[src/rtl/http_tok_pkg.sv]
// Shared types and constants for the HTTP request tokenizer.
`default_nettype none
package http_tok_pkg;

  // Request separator bytes
  localparam logic [7:0] CharLf    = 8'h0A;
  localparam logic [7:0] CharCr    = 8'h0D;
  localparam logic [7:0] CharSpace = 8'h20;
  localparam logic [7:0] CharColon = 8'h3A;

  // Status codes
  localparam logic [1:0] StatusParsing = 2'd0;
  localparam logic [1:0] StatusSuccess = 2'd1;
  localparam logic [1:0] StatusFailure = 2'd2;

  // Field kind codes
  localparam logic [2:0] KindMethod = 3'd0;
  localparam logic [2:0] KindRoute  = 3'd1;
  localparam logic [2:0] KindProto  = 3'd2;
  localparam logic [2:0] KindHname  = 3'd3;
  localparam logic [2:0] KindHvalue = 3'd4;

  // Parse phase, one-hot
  typedef enum logic [6:0] {
    PhMethod  = 7'b000_0001,
    PhRoute   = 7'b000_0010,
    PhProto   = 7'b000_0100,
    PhHname   = 7'b000_1000,
    PhHvalue  = 7'b001_0000,
    PhSuccess = 7'b010_0000,
    PhFail    = 7'b100_0000
  } phase_e;

  // Tokenizer state carried from item to item
  typedef struct packed {
    phase_e phase;
    logic   prev_was_cr;
    logic   hname_nonempty;
    logic   hvalue_started;
  } tok_state_t;

  // One result item
  typedef struct packed {
    logic [1:0] status;
    logic       char_valid;
    logic [2:0] field_kind;
    logic [7:0] char_out;
    logic       field_done;
  } tok_result_t;

endpackage
`default_nettype wire

[src/rtl/http_tok_step.sv]
// Per-byte decision logic: next tokenizer state and the result for one item.
`default_nettype none
module http_tok_step (
  input  http_tok_pkg::tok_state_t  state_i,
  input  logic                      action_i,
  input  logic [7:0]                data_byte_i,
  output http_tok_pkg::tok_state_t  state_o,
  output http_tok_pkg::tok_result_t result_o
);

  logic       is_cr;
  logic       term;
  logic       keep;
  logic       done;
  logic [2:0] kind;

  assign is_cr = (data_byte_i == http_tok_pkg::CharCr);
  assign term  = (data_byte_i == http_tok_pkg::CharLf) && state_i.prev_was_cr;

  // Decide the field walk for one pushed byte
  always_comb begin
    state_o = state_i;
    keep    = 1'b0;
    done    = 1'b0;
    if (action_i) begin
      state_o.phase = http_tok_pkg::PhFail;
    end else begin
      state_o.prev_was_cr = is_cr;
      if (!is_cr) begin
        unique case (state_i.phase)
          http_tok_pkg::PhMethod, http_tok_pkg::PhRoute: begin
            if (term) begin
              state_o.phase = http_tok_pkg::PhFail;
            end else if (data_byte_i == http_tok_pkg::CharSpace) begin
              state_o.phase = (state_i.phase == http_tok_pkg::PhMethod) ?
                              http_tok_pkg::PhRoute : http_tok_pkg::PhProto;
              done = 1'b1;
            end else begin
              keep = 1'b1;
            end
          end
          http_tok_pkg::PhProto: begin
            if (term) begin
              state_o.phase          = http_tok_pkg::PhHname;
              state_o.hname_nonempty = 1'b0;
              done                   = 1'b1;
            end else begin
              keep = 1'b1;
            end
          end
          http_tok_pkg::PhHname: begin
            if (term) begin
              state_o.phase = state_i.hname_nonempty ?
                              http_tok_pkg::PhFail : http_tok_pkg::PhSuccess;
            end else if (data_byte_i == http_tok_pkg::CharColon) begin
              state_o.phase          = http_tok_pkg::PhHvalue;
              state_o.hvalue_started = 1'b0;
              done                   = 1'b1;
            end else begin
              keep                   = 1'b1;
              state_o.hname_nonempty = 1'b1;
            end
          end
          http_tok_pkg::PhHvalue: begin
            if (term) begin
              state_o.phase          = http_tok_pkg::PhHname;
              state_o.hname_nonempty = 1'b0;
              done                   = 1'b1;
            end else if (data_byte_i != http_tok_pkg::CharSpace ||
                         state_i.hvalue_started) begin
              keep                   = 1'b1;
              state_o.hvalue_started = 1'b1;
            end
          end
          default: begin
            // finished request: only the CR tracking moves
          end
        endcase
      end
    end
  end

  // Encode the field being parsed before this byte
  always_comb begin
    unique case (state_i.phase)
      http_tok_pkg::PhMethod: kind = http_tok_pkg::KindMethod;
      http_tok_pkg::PhRoute:  kind = http_tok_pkg::KindRoute;
      http_tok_pkg::PhProto:  kind = http_tok_pkg::KindProto;
      http_tok_pkg::PhHname:  kind = http_tok_pkg::KindHname;
      http_tok_pkg::PhHvalue: kind = http_tok_pkg::KindHvalue;
      default:                kind = http_tok_pkg::KindMethod;
    endcase
  end

  // Build the result; an abort zeroes everything but the status
  always_comb begin
    unique case (state_o.phase)
      http_tok_pkg::PhSuccess: result_o.status = http_tok_pkg::StatusSuccess;
      http_tok_pkg::PhFail:    result_o.status = http_tok_pkg::StatusFailure;
      default:                 result_o.status = http_tok_pkg::StatusParsing;
    endcase
    result_o.char_valid = keep;
    result_o.field_kind = action_i ? http_tok_pkg::KindMethod : kind;
    result_o.char_out   = keep ? data_byte_i : 8'h00;
    result_o.field_done = done;
  end

endmodule
`default_nettype wire

[src/rtl/http_request_tokenizer_core.sv]
// Top level of the HTTP request tokenizer: input register, decision logic, result register.
`default_nettype none
// Streams an HTTP request head one byte per transfer and tags each byte with
// its field (method, route, protocol, header name, header value), whether it
// closed that field, and the running status (parsing, success, failure).
// One item is taken every cycle while the input side does not stall; a transfer
// is decided while it sits in the input register and its result is loaded
// into the result register once that register can take it. The tokenizer
// state advances as an item moves from the input register to the result
// register, and the input side stalls only while the result register is
// full and stalled.
module http_request_tokenizer_core (
  input  logic       clk_i,
  input  logic       rst_ni,
  input  logic       in_valid_i,
  output logic       in_stall_o,
  input  logic       action_i,
  input  logic [7:0] data_byte_i,
  output logic       out_valid_o,
  input  logic       out_stall_i,
  output logic [1:0] status_o,
  output logic       char_valid_o,
  output logic [2:0] field_kind_o,
  output logic [7:0] char_out_o,
  output logic       field_done_o
);

  logic                      in_valid_q;
  logic                      action_q;
  logic [7:0]                data_byte_q;
  logic                      out_valid_q;
  http_tok_pkg::tok_result_t result_q;
  http_tok_pkg::tok_result_t result_d;
  http_tok_pkg::tok_state_t  state_q;
  http_tok_pkg::tok_state_t  state_d;
  logic                      out_ready;
  logic                      advance;
  logic                      in_xfer;

  // Handshake control
  assign out_ready  = !out_valid_q || !out_stall_i;
  assign advance    = in_valid_q && out_ready;
  assign in_stall_o = in_valid_q && !out_ready;
  assign in_xfer    = in_valid_i && !in_stall_o;

  http_tok_step u_step (
    .state_i     (state_q),
    .action_i    (action_q),
    .data_byte_i (data_byte_q),
    .state_o     (state_d),
    .result_o    (result_d)
  );

  // Hold input item until it is decided
  always_ff @(posedge clk_i or negedge rst_ni) begin
    if (!rst_ni) begin
      in_valid_q <= 1'b0;
    end else if (in_xfer) begin
      in_valid_q <= 1'b1;
    end else if (advance) begin
      in_valid_q <= 1'b0;
    end
  end

  always_ff @(posedge clk_i) begin
    if (in_xfer) begin
      action_q    <= action_i;
      data_byte_q <= data_byte_i;
    end
  end

  // Advance tokenizer state once per decided item
  always_ff @(posedge clk_i or negedge rst_ni) begin
    if (!rst_ni) begin
      state_q.phase          <= http_tok_pkg::PhMethod;
      state_q.prev_was_cr    <= 1'b0;
      state_q.hname_nonempty <= 1'b0;
      state_q.hvalue_started <= 1'b0;
    end else if (advance) begin
      state_q <= state_d;
    end
  end

  // Result register
  always_ff @(posedge clk_i or negedge rst_ni) begin
    if (!rst_ni) begin
      out_valid_q <= 1'b0;
    end else if (out_ready) begin
      out_valid_q <= in_valid_q;
    end
  end

  always_ff @(posedge clk_i) begin
    if (advance) begin
      result_q <= result_d;
    end
  end

  assign out_valid_o  = out_valid_q;
  assign status_o     = result_q.status;
  assign char_valid_o = result_q.char_valid;
  assign field_kind_o = result_q.field_kind;
  assign char_out_o   = result_q.char_out;
  assign field_done_o = result_q.field_done;

endmodule
`default_nettype wire
[config.mk]
export PLATFORM = sky130hd
export DESIGN_NAME = http_request_tokenizer_core
export DESIGN_NICKNAME = d
export VERILOG_FILES = /design/src/rtl/http_tok_pkg.sv /design/src/rtl/http_tok_step.sv /design/src/rtl/http_request_tokenizer_core.sv
export SDC_FILE = /design/constraint.sdc
export NUM_CORES = 1
export LEC_CHECK = 0
export BUFFER_PORTS_ARGS = -buffer_cell sky130_fd_sc_hd__buf_2
export CAP_MARGIN = 20
export CORE_ASPECT_RATIO = 1.4
export CORE_MARGIN = 1.5
export CORE_UTILIZATION = 55
export CTS_BUF_LIST = sky130_fd_sc_hd__clkbuf_16
export CTS_CLUSTER_DIAMETER = 150
export DETAILED_ROUTE_END_ITERATION = 10
export GPL_ROUTABILITY_DRIVEN = 0
export MAX_ROUTING_LAYER = met4
export PLACE_DENSITY = 0.77
export SLEW_MARGIN = 10
export SYNTH_ARGS = -nofsm -noshare
export SYNTH_HDL_FRONTEND = slang
export SYNTH_SLANG_ARGS = --single-unit
export TNS_END_PERCENT = 10
[constraint.sdc]
create_clock -name clk_i -period 6.9 [get_ports clk_i]
set_input_delay 1.035 -clock clk_i [delete_from_list [all_inputs] [get_ports clk_i]]
set_output_delay 1.035 -clock clk_i [all_outputs]
set_load 0.01 [all_outputs]
==> results.ini, run 1 <==
[run_status]
outcome = complete, no violations

[logic_synthesis]
synth_area_leaders = edfxtp_1, dfrtp_1, and2_1, nand2_1, a21oi_1
synth.most_common_cell = edfxtp_1
syn_area_mm2 = 0.00181
syn_avg_cell_area_um2 = 11.6
synthArstFlopShare = 0.333
synth_nets = 168
yosys-top-cells-count = edfxtp_1, nand2_1, dfrtp_1
synth_warnings = 0
synth_largest_area_cell = edfxtp_1
synthCells = 155
yosys.area.top_type_share = 0.399
ys_ff_latch = 36
yosysSeqAreaShare = 0.566
synth_edf_count = 24
ys.flop_type = edfxtp_1
synth_cell_types = 53

[global_route]
track_usage = 0.231
grt_most_used_layer = met2
grt_max_degree = 22
overflow = 0
grt_pass1_vias = 1317
use_met2 = 0.350
use_met1 = 0.264
grt_pass1_wl_um = 5960
grt_use_met3 = 0.0696
antenna_found_initial = 0

[cts]
cts-root-buf = clkbuf_16
clk_pin_slew_ns = 0.05
htree_levels = 2
clk_latency_ns = 0.28
cts_tree = done
cts_made_buffers = 5
clk_path_buf_depth = 2
ctsHoldBuffers = 0
cts_resized = 0
clock-sinks = 36
post-cts-setup-buffers = 0

[route]
post_drt_via_cell_ratio = 6.16
routed_wl_um = 3530
vias = 1386
route.detailed.drc = 0
ant_nets = 0
wl_per_cell_um = 15.7
drt_first_pass_iters = 5
drtIter0Drc = 56

[worst_hold_path]
min-delay-start = in_valid_q
hold_path_depth = 1
hp-class = flop to flop
hold_path_end = out_valid_o

[finish]
final_nets = 198
syn_to_final_growth_pct = 16.1
fillers = 258
drive_gt1_frac = 0.280
diodes = 0

[die]
die_height_um = 70.8
io_pins = 30
fp.dieW_um = 51.4
dieArea_mm2 = 0.00364
core_mm2 = 0.00312
start_util = 0.578
row_count = 24

[sta]
max_freq_mhz = 385
worstMarginPinSlew_ns = 0.738
setup-violations-final = 0
drv_slew = 0
fin_skew_ns = 0.00362
finalCritPeriodShare = 0.376
fin_setup_tns_ns = 0
hold_violations = 0
slew_headroom = 0.508
rsz0062_at_grt = no
min_period_ns = 2.60

[critical_path]
ff2ff_setup_slack_ns = 4.30
cp-end-kind = flop
worstPathArrival_ns = 2.63
cp-start-kind = flop
reg2reg_depth = 6
crit_required_ns = 6.93
criticalPathCategory = flop to flop
worstReg2RegEnd = status_o[1]
worst-path-max-fanout = 6
timing.rr.start = state_q[9]

[placed_design]
port_buffers = 29
hpwl_um = 2600

[power_and_ir_drop]
power.total_uw = 485
p_per_area_mw_per_mm2 = 232
p_leak_nw = 0.790
irDropWorstVdd_mv = 0.269

[job]
cap_violations = 0

[per-stage QoR]
stage / instance area (µm²) / setup slack, ns / utilization / cells / hold slack, ns
after floorplan: 1810 / 4.63 / - / 155 / 0.456
after global placement: 1960 / 4.46 / 0.627 / 217 / 0.480
after detailed placement: 1960 / 4.38 / 0.627 / 217 / 0.509
after CTS: 2100 / 4.37 / 0.671 / 225 / 0.521
after global routing: 2100 / 4.23 / 0.671 / 225 / 0.544
final: 2100 / 4.30 / 0.671 / 225 / 0.519
[registers in the layout, summed over array words and instances, names as in the netlist]
name          count
action_q          1
char_out_o        8
char_valid_o      1
data_byte_q       8
field_done_o      1
field_kind_o      3
in_valid_q        1
out_valid_o       1
state_q          10
status_o          2
[kinds of logic (layout without fill, tap and decap cells)]
group           Yosys count  count (layout)  share of synthesized area
compound gates           32              32                      0.139
buf+inv                  10              41                     0.0312
flops                    36              36                      0.566
simple gates             74              74                      0.245
xor+xnor                  3               3                     0.0187
[how the worst max path moves through the flow]
stage	startpoint	to	slack (ns)	cells past startpoint
finish	state_q[9]	status_o[1]	4.30	6
global route	state_q[9]	status_o[1]	4.23	6
CTS	state_q[9]	status_o[1]	4.37	6
detailed placement	state_q[9]	status_o[1]	4.38	6
global placement	out_stall_i	in_stall_o	4.46	4
floorplan	state_q[7]	status_o[1]	4.63	6
[cell type report]
type	instances	area (µm²)	share of cell area
Sequential cell	36	1020	0.488
Multi-Input combinational cell	109	727	0.347
Timing Repair Buffer	29	145	0.0693
Clock buffer	5	125	0.0597
Tap cell	39	48.8	0.0233
Inverter	4	15.0	0.00716
Clock inverter	3	12.5	0.00597
[critical path, stage by stage, from the launching register on]
cell and delay, ns:
dfrtp_1 0.42, or4_1 0.69, a211oi_1 0.45, nor2_2 0.14
o311ai_2 0.37, nor4b_2 0.09, o21ba_1 0.18
[cells in the final DEF, fill, tap and decap left out, types with 3 or more instances in the layout]
cell        n
nor3_1      7
and2_1     10
inv_1       6
clkbuf_16   5
nand2_1    13
nand2b_1    3
dfrtp_1    11
buf_2      29
nor4_1      3
nand3_1     6
nor2_1      9
or4_1       3
edfxtp_1   24
a21oi_1     9
o21ai_0     5
[power breakdown]
part	total, mW	switching (mW)	internal [mW]
registers	0.251	0.00783	0.243
logic	0.0270	0.0170	0.0100
clock network	0.207	0.0774	0.130
total	0.485	0.102	0.383
[per-layer routing]
layer	wire, µm	vias up
li1	-	636
met1	1350	650
met2	1780	85
met3	290	15
met4	114	0
met5	0	-
Power figures use the tool's default switching activity.
==> run 2, diff against run 1 <==
Settings changed: ABC_AREA set to 1.
Clock period 6.9 ns to 2.55 ns, I/O delays scaled along.
==> run 2 against run 1 <==
  * First-iteration DRC count rose by 25%
  * Combinational power grew to 24 times the previous value
  * Largest power group unchanged
  * Die area is 0.27% higher
  * Clock power increased to 3.2 times the previous value
  * Critical path depth grew 1
  * Largest cell class unchanged
  * Register-to-register slack lost 3.7 ns
  * Wire length fell by 1.6%
  * Clock-buffer cell count unchanged
  * Global-route usage fell by 1.3 points
  * Fmax up 32%
  * Sequential cell count stayed put
  * Critical path type unchanged
  * Final cell count up 26%
==> results.ini, run 2 <==
[critical_path]
criticalPathCategory = flop to flop
timing.rr.start = state_q[4]
worstPathCellList = nor2_1 > nand4_1 > nor2_1 > o21ai_0 > nand4_1 > nand3_2 > nor2_1
reg2reg_depth = 7
cp-end-kind = flop
crit_path_frequent_cell = nor2_1
worst_path_max_delay_cell = dfrtp_1
worst-path-max-fanout = 9
worstPathArrival_ns = 2.10
crit_start = state_q[4]
cp-start-kind = flop
crit_required_ns = 2.68
slowest_delay_ns = 0.42

[global_route]
grt_max_degree = 21
grt_pass1_vias = 1387
track_usage = 0.217
antenna_found_initial = 0
overflow = 0
grt_pass1_wl_um = 5640

[worst_hold_path]
hp-class = primary input to flop
hold_path_depth = 1
min-delay-start = data_byte_i[0]

[logic_synthesis]
synth.most_common_cell = nand2_1
yosys-top-cells-count = nand2_1, nor2_1, inv_1
ys_ff_latch = 36
synthArstFlopShare = 0.333
synthCells = 207
yosysSeqAreaShare = 0.565
synth_cell_types = 23
synth_warnings = 0
ys.flop_type = edfxtp_1
synth_area_leaders = edfxtp_1, dfrtp_1, nand2_1, nor2_1, inv_1
synth_nets = 220
syn_avg_cell_area_um2 = 8.75
yosys.area.top_type_share = 0.398
synth_largest_area_cell = edfxtp_1
syn_area_mm2 = 0.00181
synth_edf_count = 24

[finish]
drive_gt1_frac = 0.216
diodes = 0
mostFrequentLayoutCells = nand2_1, nor2_1, inv_1
final_nets = 257
top_register = state_q
mostFrequentLayoutCell = nand2_1
largest_reg_flops = 10
syn_to_final_growth_pct = 20.3

[cts]
cts_made_buffers = 5
cts-root-buf = clkbuf_16
clk_latency_ns = 0.28
cts_tree = done
clk_pin_slew_ns = 0.05
clk_path_buf_depth = 2
cts_resized = 0
clock-sinks = 36
htree_levels = 2

[die]
dieArea_mm2 = 0.00365
io_pins = 30
fp.dieW_um = 51.5
core_mm2 = 0.00312
start_util = 0.580
row_count = 24
die_height_um = 70.9

[route]
wl_per_cell_um = 12.2
post_drt_via_cell_ratio = 5.24
drt_first_pass_iters = 5
vias = 1489
ant_nets = 0
route.detailed.drc = 0
routed_wl_um = 3470
drtIter0Drc = 70

[run_status]
outcome = complete, no violations

[sta]
rsz0062_at_grt = no
setup_slack_ns = 0.578
finalCritPeriodShare = 0.773
fin_skew_ns = 0.00621
fin_setup_tns_ns = 0
max_freq_mhz = 507
drv_slew = 0
hold_violations = 0
min_period_ns = 1.97
slew_headroom = 0.542
worstMarginPinSlew_ns = 0.687
setup-violations-final = 0

[power_and_ir_drop]
power.total_mw = 2.13
p_per_area_mw_per_mm2 = 979
irDropWorstVdd_mv = 0.805
p_leak_nw = 1.01

[job]
cap_violations = 0

[placed_design]
port_buffers = 29
dp_slack_ns = 0.652
hpwl_um = 2550

==> run 2: path summary, 6_finish.rpt <==
kind / end / slack, ns
worst max register to register: char_out_o[3] / 0.58
min in group asynchronous: state_q[0] / 0.52
worst min register to register: state_q[0] / 0.49
worst min-delay path: data_byte_q[0] / 0.28
worst max-delay path: char_out_o[3] / 0.58
max in group asynchronous: state_q[3] / 1.75
==> run 2: where the power goes <==
part / switching [mW] / total [mW] / internal [mW]
Combinational: 0.441 / 0.661 / 0.220
Sequential: 0.0603 / 0.806 / 0.746
Clock: 0.211 / 0.666 / 0.455
==> run 2: worst max-delay path: cells and delay by family (launching register included) <==
family | cells | cell delay [ns]
DFF | 1 | 0.42
and+or+nand+nor | 6 | 1.26
AOI/OAI and AO/OA | 1 | 0.16
==> run 2: logic make-up after synthesis <==
| kind of cell | count (synthesis) | synth area share |
|---|---|---|
| DFF | 36 | 0.565 |
| buffers and inverters | 36 | 0.0746 |
| and+or+nand+nor | 115 | 0.295 |
| AOI/OAI and AO/OA | 20 | 0.0657 |
==> run 2: layout make-up <==
class                           count  area, µm²
Tap cell                           39       48.8
Sequential cell                    36       1020
Multi-Input combinational cell    135        653
Inverter                           36        135
Clock inverter                      3       38.8
Clock buffer                        5        125
Timing Repair Buffer               30        155
Fill cell                         270        945
==> run 2: repair_timing <==
item,in CTS,in global routing
buffers inserted,0,0
endpoints found under the hold margin,11,0
hold buffers,1,0
==> run 2: through the flow <==
step	area, µm²	hold slack [ns]	util	std cells
floorplan	1810	0.0869	-	207
global placement	2000	0.279	0.642	275
detailed placement	2000	0.279	0.642	275
CTS	2180	0.272	0.698	284
global route	2180	0.270	0.698	284
finish	2180	0.276	0.698	284
==> run 2: metal layers <==
layer | GRT usage | wire length [µm] | vias up
met5 | - | 0 | -
met4 | 0.120 | 148 | 0
met1 | 0.231 | 1390 | 656
met2 | 0.352 | 1680 | 66
met3 | 0.0675 | 256 | 16
li1 | - | - | 751
